$ cat src/hw/rtl/ppsa_pkg.sv
`timescale 1ns / 1ps

package ppsa_pkg;

	localparam int MAG_W = 61;
	localparam logic [MAG_W-1:0] MAG_CAP = '1;

	typedef struct packed {
		logic        func;
		logic        last;
		logic        skip;
		logic [31:0] ta_mag;
		logic        ta_neg;
		logic [31:0] tb_mag;
		logic        tb_neg;
		logic [31:0] p_mag;
		logic [31:0] w_mag;
		logic        w_neg;
		logic [31:0] m1_mag;
		logic [31:0] m2_mag;
		logic        m_neg;
	} term_t;

endpackage

$ cat src/hw/rtl/ppsa_front.sv
`timescale 1ns / 1ps

module ppsa_front (
	input  logic                clk,
	input  logic                arst_n,
	input  logic                push,
	output logic                full,
	input  logic                func,
	input  logic signed [31:0]  freq_a,
	input  logic signed [31:0]  freq_b,
	input  logic signed [31:0]  band_energy,
	input  logic                occupied,
	input  logic signed [31:0]  pole_freq,
	input  logic signed [31:0]  pole_weight,
	input  logic signed [31:0]  elem_a,
	input  logic signed [31:0]  elem_b,
	input  logic                last,
	input  logic                take,
	output logic                avail,
	output ppsa_pkg::term_t     ent
);

	// Returns {negative, magnitude} of f - e +/- w clamped to the signed 32-bit range.
	function automatic logic [32:0] shifted_t(input logic signed [31:0] f,
		input logic signed [31:0] e, input logic signed [31:0] w, input logic occ);
		logic signed [33:0] t;
		logic signed [33:0] tabs;
		logic [32:0] res;
		t = 34'(f) - 34'(e) + (occ ? 34'(w) : -34'(w));
		tabs = t[33] ? -t : t;
		if (t > 34'sd2147483647) begin
			res = {1'b0, 32'h7FFF_FFFF};
		end else if (t < -34'sd2147483648) begin
			res = {1'b1, 32'h8000_0000};
		end else begin
			res = {t[33], tabs[31:0]};
		end
		return res;
	endfunction

	ppsa_pkg::term_t mem_q [2];
	logic            wr_q;
	logic            rd_q;
	logic [1:0]      cnt_q;
	ppsa_pkg::term_t new_ent;
	logic [32:0]     ta;
	logic [32:0]     tb;
	logic            do_push;
	logic            do_take;

	always_comb begin
		ta = shifted_t(freq_a, band_energy, pole_freq, occupied);
		tb = shifted_t(freq_b, band_energy, pole_freq, occupied);
		new_ent.func   = func;
		new_ent.last   = last;
		new_ent.skip   = pole_weight[31] || (pole_weight == 32'sd0);
		new_ent.ta_mag = ta[31:0];
		new_ent.ta_neg = ta[32];
		new_ent.tb_mag = tb[31:0];
		new_ent.tb_neg = tb[32];
		new_ent.p_mag  = pole_weight;
		new_ent.w_mag  = pole_freq[31] ? -pole_freq : pole_freq;
		new_ent.w_neg  = pole_freq[31];
		new_ent.m1_mag = elem_a[31] ? -elem_a : elem_a;
		new_ent.m2_mag = elem_b[31] ? -elem_b : elem_b;
		new_ent.m_neg  = elem_a[31] ^ elem_b[31];
	end

	assign full    = cnt_q[1];
	assign avail   = (cnt_q != 2'd0);
	assign ent     = mem_q[rd_q];
	assign do_push = push && !full;
	assign do_take = take && avail;

	always_ff @(posedge clk) begin
		if (do_push) begin
			mem_q[wr_q] <= new_ent;
		end
	end

	always_ff @(posedge clk or negedge arst_n) begin
		if (!arst_n) begin
			wr_q  <= 1'b0;
			rd_q  <= 1'b0;
			cnt_q <= 2'd0;
		end else begin
			if (do_push) begin
				wr_q <= !wr_q;
			end
			if (do_take) begin
				rd_q <= !rd_q;
			end
			cnt_q <= cnt_q + 2'(do_push) - 2'(do_take);
		end
	end

endmodule

$ cat config.mk
export PLATFORM = sky130hd
export DESIGN_NAME = ppsa_front
export DESIGN_NICKNAME = d
export VERILOG_FILES = /design/src/hw/rtl/ppsa_pkg.sv /design/src/hw/rtl/ppsa_front.sv
export SDC_FILE = /design/constraint.sdc
export NUM_CORES = 1
export LEC_CHECK = 0
export BUFFER_PORTS_ARGS = -buffer_cell sky130_fd_sc_hd__buf_4
export CORE_MARGIN = 10
export CORE_UTILIZATION = 39
export DETAILED_ROUTE_END_ITERATION = 10
export PLACE_DENSITY = 0.65
export SLEW_MARGIN = 20
export SYNTH_ARGS = -nofsm -noshare
export SYNTH_HDL_FRONTEND = slang
export SYNTH_SLANG_ARGS = --single-unit
$ cat constraint.sdc
create_clock -name clk -period 9.39 [get_ports clk]
set_input_delay 2.3475 -clock clk [delete_from_list [all_inputs] [get_ports clk]]
set_output_delay 2.3475 -clock clk [all_outputs]
set_load 0.03 [all_outputs]
; ---- Word-level counts from Yosys, hierarchy flattened
; Memories as Yosys holds them, arrays and structs flattened.
; Index checks and enable logic that the tools add are counted.
[totals]
register_bits = 4
mem_bits_rw = 398
inputBits = 231
elab_cells = 41
memories = 1
[memory_table]
columns = memory, words, width, read_ports, rd_clocked_by_memory_dff, write_ports, line_no
row1 = mem_q, 2, 199, 1, 0, 1, ppsa_front.sv:41  ; ppsa_pkg::term_t mem_q [2];
[op_classes]
n_addsub = 12
magnitude_cmp = 4
muxes = 12
bitwise = 1
reduce_logical = 8
[op_table]
columns = operator, n
row1 = $mux 32, 5
row2 = $neg 32->32, 5
row3 = $mux 33, 4
row4 = $add 33x34->34, 2
row5 = $gt 34x32->1 const B, 2
row6 = $lt 34x32->1 const B, 2
row7 = $sub 32x32->33, 2
row8 = $mux 34, 1
row9 = $neg 32->34, 1
row10 = $logic_not 32->1, 1
row11 = $logic_not 1->1, 3
row12 = $add 2x1->2, 1
row13 = $logic_and 1x1->1, 2
row14 = $mux 1, 2
row15 = $reduce_bool 2->1, 1
row16 = $sub 2x1->2, 1
row17 = $logic_or 1x1->1, 1
row18 = $xor 1x1->1, 1

; ---- Longest topological paths before layout
[logic_depth]
depth_word = 7
ltp_mapped = 31
ltp_nobuf = 29

; ---- Worst setup path after synthesis
; OpenSTA, ideal clock, no wires.
[synth_path]
kind = input to register
startpoint = in push
endpoint = mem mem_q[0][0] in the netlist's numbering (enable)
setup_time_ns = 0.762
arrival_ns = 10.719
setup_slack_ns = -2.091
cell_stages = 2
path_buffers = 0
cell_sequence = nand2b_1 > nor2_1
[synth_between]
elab_chain_len = 3
[synth_rtl]
columns = element, line_no
row1 = start: declaration, ppsa_front.sv:6  ; input logic push,
row2 = $logic_and 1x1->1, ppsa_front.sv:72  ; assign do_push = push && !full;
row3 = $mux 1, ppsa_front.sv:76  ; if (do_push) begin
row4 = $mux 1 (implied by the code), ppsa_front.sv:77  ; mem_q[wr_q] <= new_ent;
row5 = end: declaration, ppsa_front.sv:41
; No other way between the ends.

==> results.md <==
- Status: complete, no violations
- Final Setup Violations: 0
- Hold-critical path endpoint: cnt_q[0]
- Critical Path RT: 9.73 ns
- RSZ-0062 raised after global routing: no
- DR WL met3: 4.29 mm
- Register area share after synthesis: between 40% and 50%
- Power, Total: approximately 10 mW
- Syn Inst Count: around 2300
- Clock Sinks: between 400 and 500
- Startpoint types: input port
- Wire length on met2: around 39 mm
- Cells on worst reg2reg path: 4
- Pin count of the biggest net entering global routing: 130
- PnR worst setup slack: around 0.52 ns
- H-tree levels: 2
- Post-synth cell types: 94
- Maximum vdd drop: about 0.23 mV
- # fillers: 6008
- Port bufs: between 400 and 500
- Clock Root Buffer: clkbuf_16
- DP Worst Slack: 0.00611 ns
- CP endpoint kind: flip-flop
- Syn avg cell area: 11.3 um^2
- Die Ht: about 280 um
- Slew HR: about 30%
- Die width: roughly 280 um
- TritonCTS clock tree: yes
- Hold slack: ~0.52 ns
- Max FO, Critical Path: 16
- Highest Clock Rate: ~0.11 GHz
- DPL Wire Length: ~62 mm
- CTS Buffer Depth: 3
- Total grt overflow: 0
- Netlist Area Pre-Place: approximately 0.026 mm^2
- Synth Flop Type: edfxtp_1
- Share of post-route cells with drive strength above 1: between 20% and 30%
- Setup TNS: 0 ns
- DRT met1 WL: around 33 mm
- Highest Signal Layer: met4
- Global-route wire length before repair: ~120 mm
- Crit path DAT: a little over 9 ns
- Vias in the first global route: roughly 20000
- Clk_skew: 0.0222 ns
- Starting Density: 39.2%
- Final slew viol count: 0
- Num ports: 432
- Kind of critical path: in -> reg
- Layout Nets: a little over 3000
- R2r setup slk: between 6 and 7 ns
- DRT Wirelength: around 79 mm
- Hold buffers post-CTS: 0
- Min-delay src: cnt_q[0]
- Synth Net Count: about 2700
- Vias post-DR: 19528
- Final ANT Viol Nets: 0
- Worst r2r dst: mem_q[0][114]
- Max-cap violations: 0
- Worst skew pair latency: 0.58 ns
- Clock transition at path regs: 0.06 ns
- Worst hold path class: reg -> reg
- Initial antenna violation count: 0
- Row count: 94
- DR pass1 iterations: 8
- Worst slew pin tran: approximately 1.1 ns
- #FFs+latches synth: roughly 400
- Register area: 0.0121 mm^2
- Cell count of the worst hold path: 1
- Post-CTS setup buffers: 0
- DRC violation total after the first TritonRoute iteration: between 1000 and 1500
- P per Cell Area: 314 mW/mm^2
- Layout area overhead: 22.8%
- DR WL/cell: about 22 um
- Multi-input gate area: ~0.013 mm^2
- TritonCTS Buffers: 44
- Min Tclk post-route: 8.87 ns
- Mean number of vias per cell: 5.40
- Gp weighted congestion: approximately 0.99
- Tcrit/Tclk final: a little over nine tenths
- Die area: about 0.077 mm^2
- Number of gates resized after CTS: 0
- Antenna diodes: 0
- Endpoints failing hold: 0
- P_leak: about 12 nW
- Yosys warning total: 0
- Design Area, Final: 0.0316 mm^2
- GRT Util Overall: between 10% and 20%
- Asr flop ratio synth: 0.995%
- Core footprint: 0.0656 mm^2
- DRC viols: 0
- Critical R2R Launch: cnt_q[1]
- Post-synth EDFFs: 398
- Placed Area: just over 0.03 mm^2
[state kept, by name, summed over array words and instances, names as in the netlist]
signal / count
cnt_q: 2
mem_q: 398
rd_q: 1
wr_q: 1
[cells in the final DEF (no fill, tap or decap), types with 17 or more instances in the layout]
master     Yosys  routed
nor3_1        45      45
mux2_2       203     203
nor2_1       104     102
edfxtp_1     398     398
nand2b_1      33      33
nand2_1      125     125
o21ai_0       96      96
ha_1          81      81
a21o_1        41      41
a21oi_1       93      93
nand3_1       43      43
xor2_1        31      31
buf_4          1     487
inv_1        214     214
o31ai_1       18      18
fa_1          66      66
o21ai_1       20      20
a31oi_1       17      17
o22ai_1       25      25
a211oi_1      23      23
nor2b_1       21      21
clkbuf_16      0      46
or3_1         41      41
nor4_1        20      20
xnor2_1      148     147
mux2i_1       18      18
nand4_1       23      23
[per-stage QoR]
stage | instances | util (%)
global placement | 3542 | 46.0
detailed placement | 3542 | 46.0
floorplan | 2285 | -
global route | 3619 | 48.2
CTS | 3619 | 48.2
finish | 3619 | 48.2
[synthesized netlist by cell type, types with 11 or more instances]
cell type | number | share of area (%)
xor2_1 | 31 | 1.1
o21ai_0 | 96 | 1.9
nor2_1 | 104 | 1.5
and3_1 | 11 | 0.27
or4_1 | 15 | 0.44
nor3_1 | 45 | 0.88
o22ai_1 | 25 | 0.61
a21boi_0 | 16 | 0.47
nor4_1 | 20 | 0.49
a31oi_1 | 17 | 0.41
a211oi_1 | 23 | 0.67
ha_1 | 81 | 3.9
inv_1 | 214 | 3.1
a22o_1 | 15 | 0.51
clkbuf_1 | 79 | 1.2
a21oi_1 | 93 | 1.8
nand4_1 | 23 | 0.56
nand2_1 | 125 | 1.8
nand3_1 | 43 | 0.84
nor2b_1 | 21 | 0.51
o21a_1 | 11 | 0.32
o211ai_1 | 14 | 0.41
mux2_2 | 203 | 8.9
o31ai_1 | 18 | 0.53
fa_1 | 66 | 5.1
buf_2 | 14 | 0.27
edfxtp_1 | 398 | 46
or3_1 | 41 | 1.0
o21ai_1 | 20 | 0.39
xnor2_1 | 148 | 5.0
nand2b_1 | 33 | 0.80
mux2i_1 | 18 | 0.70
a21o_1 | 41 | 1.2
[routing by layer]
layer / vias to the layer above / global-route usage [%]
met3: 111 / 3.48
met5: - / 0
met4: 0 / 5.60
met2: 593 / 34.3
met1: 9558 / 24.2
li1: 9266 / -
[critical path: stages]
cell	delay, ns
buf_4	0.13
inv_1	0.08
ha_1	0.22
or3b_2	0.54
or3_1	0.41
or3_1	0.38
or3_1	0.46
nor2_1	0.18
nand2_1	0.10
nor3_1	0.48
a21oi_1	0.16
xnor2_1	0.32
fa_1	0.47
inv_1	0.07
ha_1	0.28
nand2_1	0.13
nor2_1	0.08
a21oi_1	0.13
o21ai_0	0.11
a31oi_1	0.18
o211ai_1	0.13
mux2_2	0.28
o21ai_0	0.16
nand3_1	0.10
ha_1	0.38
clkinv_2	0.22
a221o_1	0.36
nor3b_1	0.32
[kinds of logic (layout without fill, tap and decap cells)]
family,after synthesis,in the layout,share of synthesized area [%]
AO/OA/AOI/OAI,475,475,12.3
XOR/XNOR,181,181,6.22
adder cells (fa/ha/maj),147,147,9.07
buffers and inverters,315,785,4.71
flip-flops,402,402,46.8
multiplexers,222,222,9.63
AND/OR/NAND/NOR,543,543,11.2
[worst max-delay path by stage]
stage                     cells after the start       endpoint  slack, ns          from
after floorplan                               2    mem_q[0][0]      -2.09          push
after global placement                       25  mem_q[1][147]     -0.008  pole_freq[0]
after detailed placement                     29  mem_q[0][155]      0.006  pole_freq[0]
after CTS                                    28  mem_q[1][162]       0.57  pole_freq[0]
after global routing                         28  mem_q[1][162]       0.12  pole_freq[0]
final                                        28  mem_q[1][162]       0.52  pole_freq[0]
[final cells by class]
class,instances,area share [%]
Inverter,218,2.59
Timing Repair Buffer,490,11.8
Clock buffer,54,3.74
Sequential cell,402,38.1
Tap cell,864,3.42
Multi-Input combinational cell,1568,39.6
Clock inverter,23,0.784
[report_power, final]
part	total (mW)	switching (mW)	internal [mW]
clock	1.72	0.694	1.03
combinational	5.39	3.39	2.01
sequential	2.80	0.145	2.65
total	9.91	4.23	5.69
Note: power is estimated with default switching activity, not from simulation.
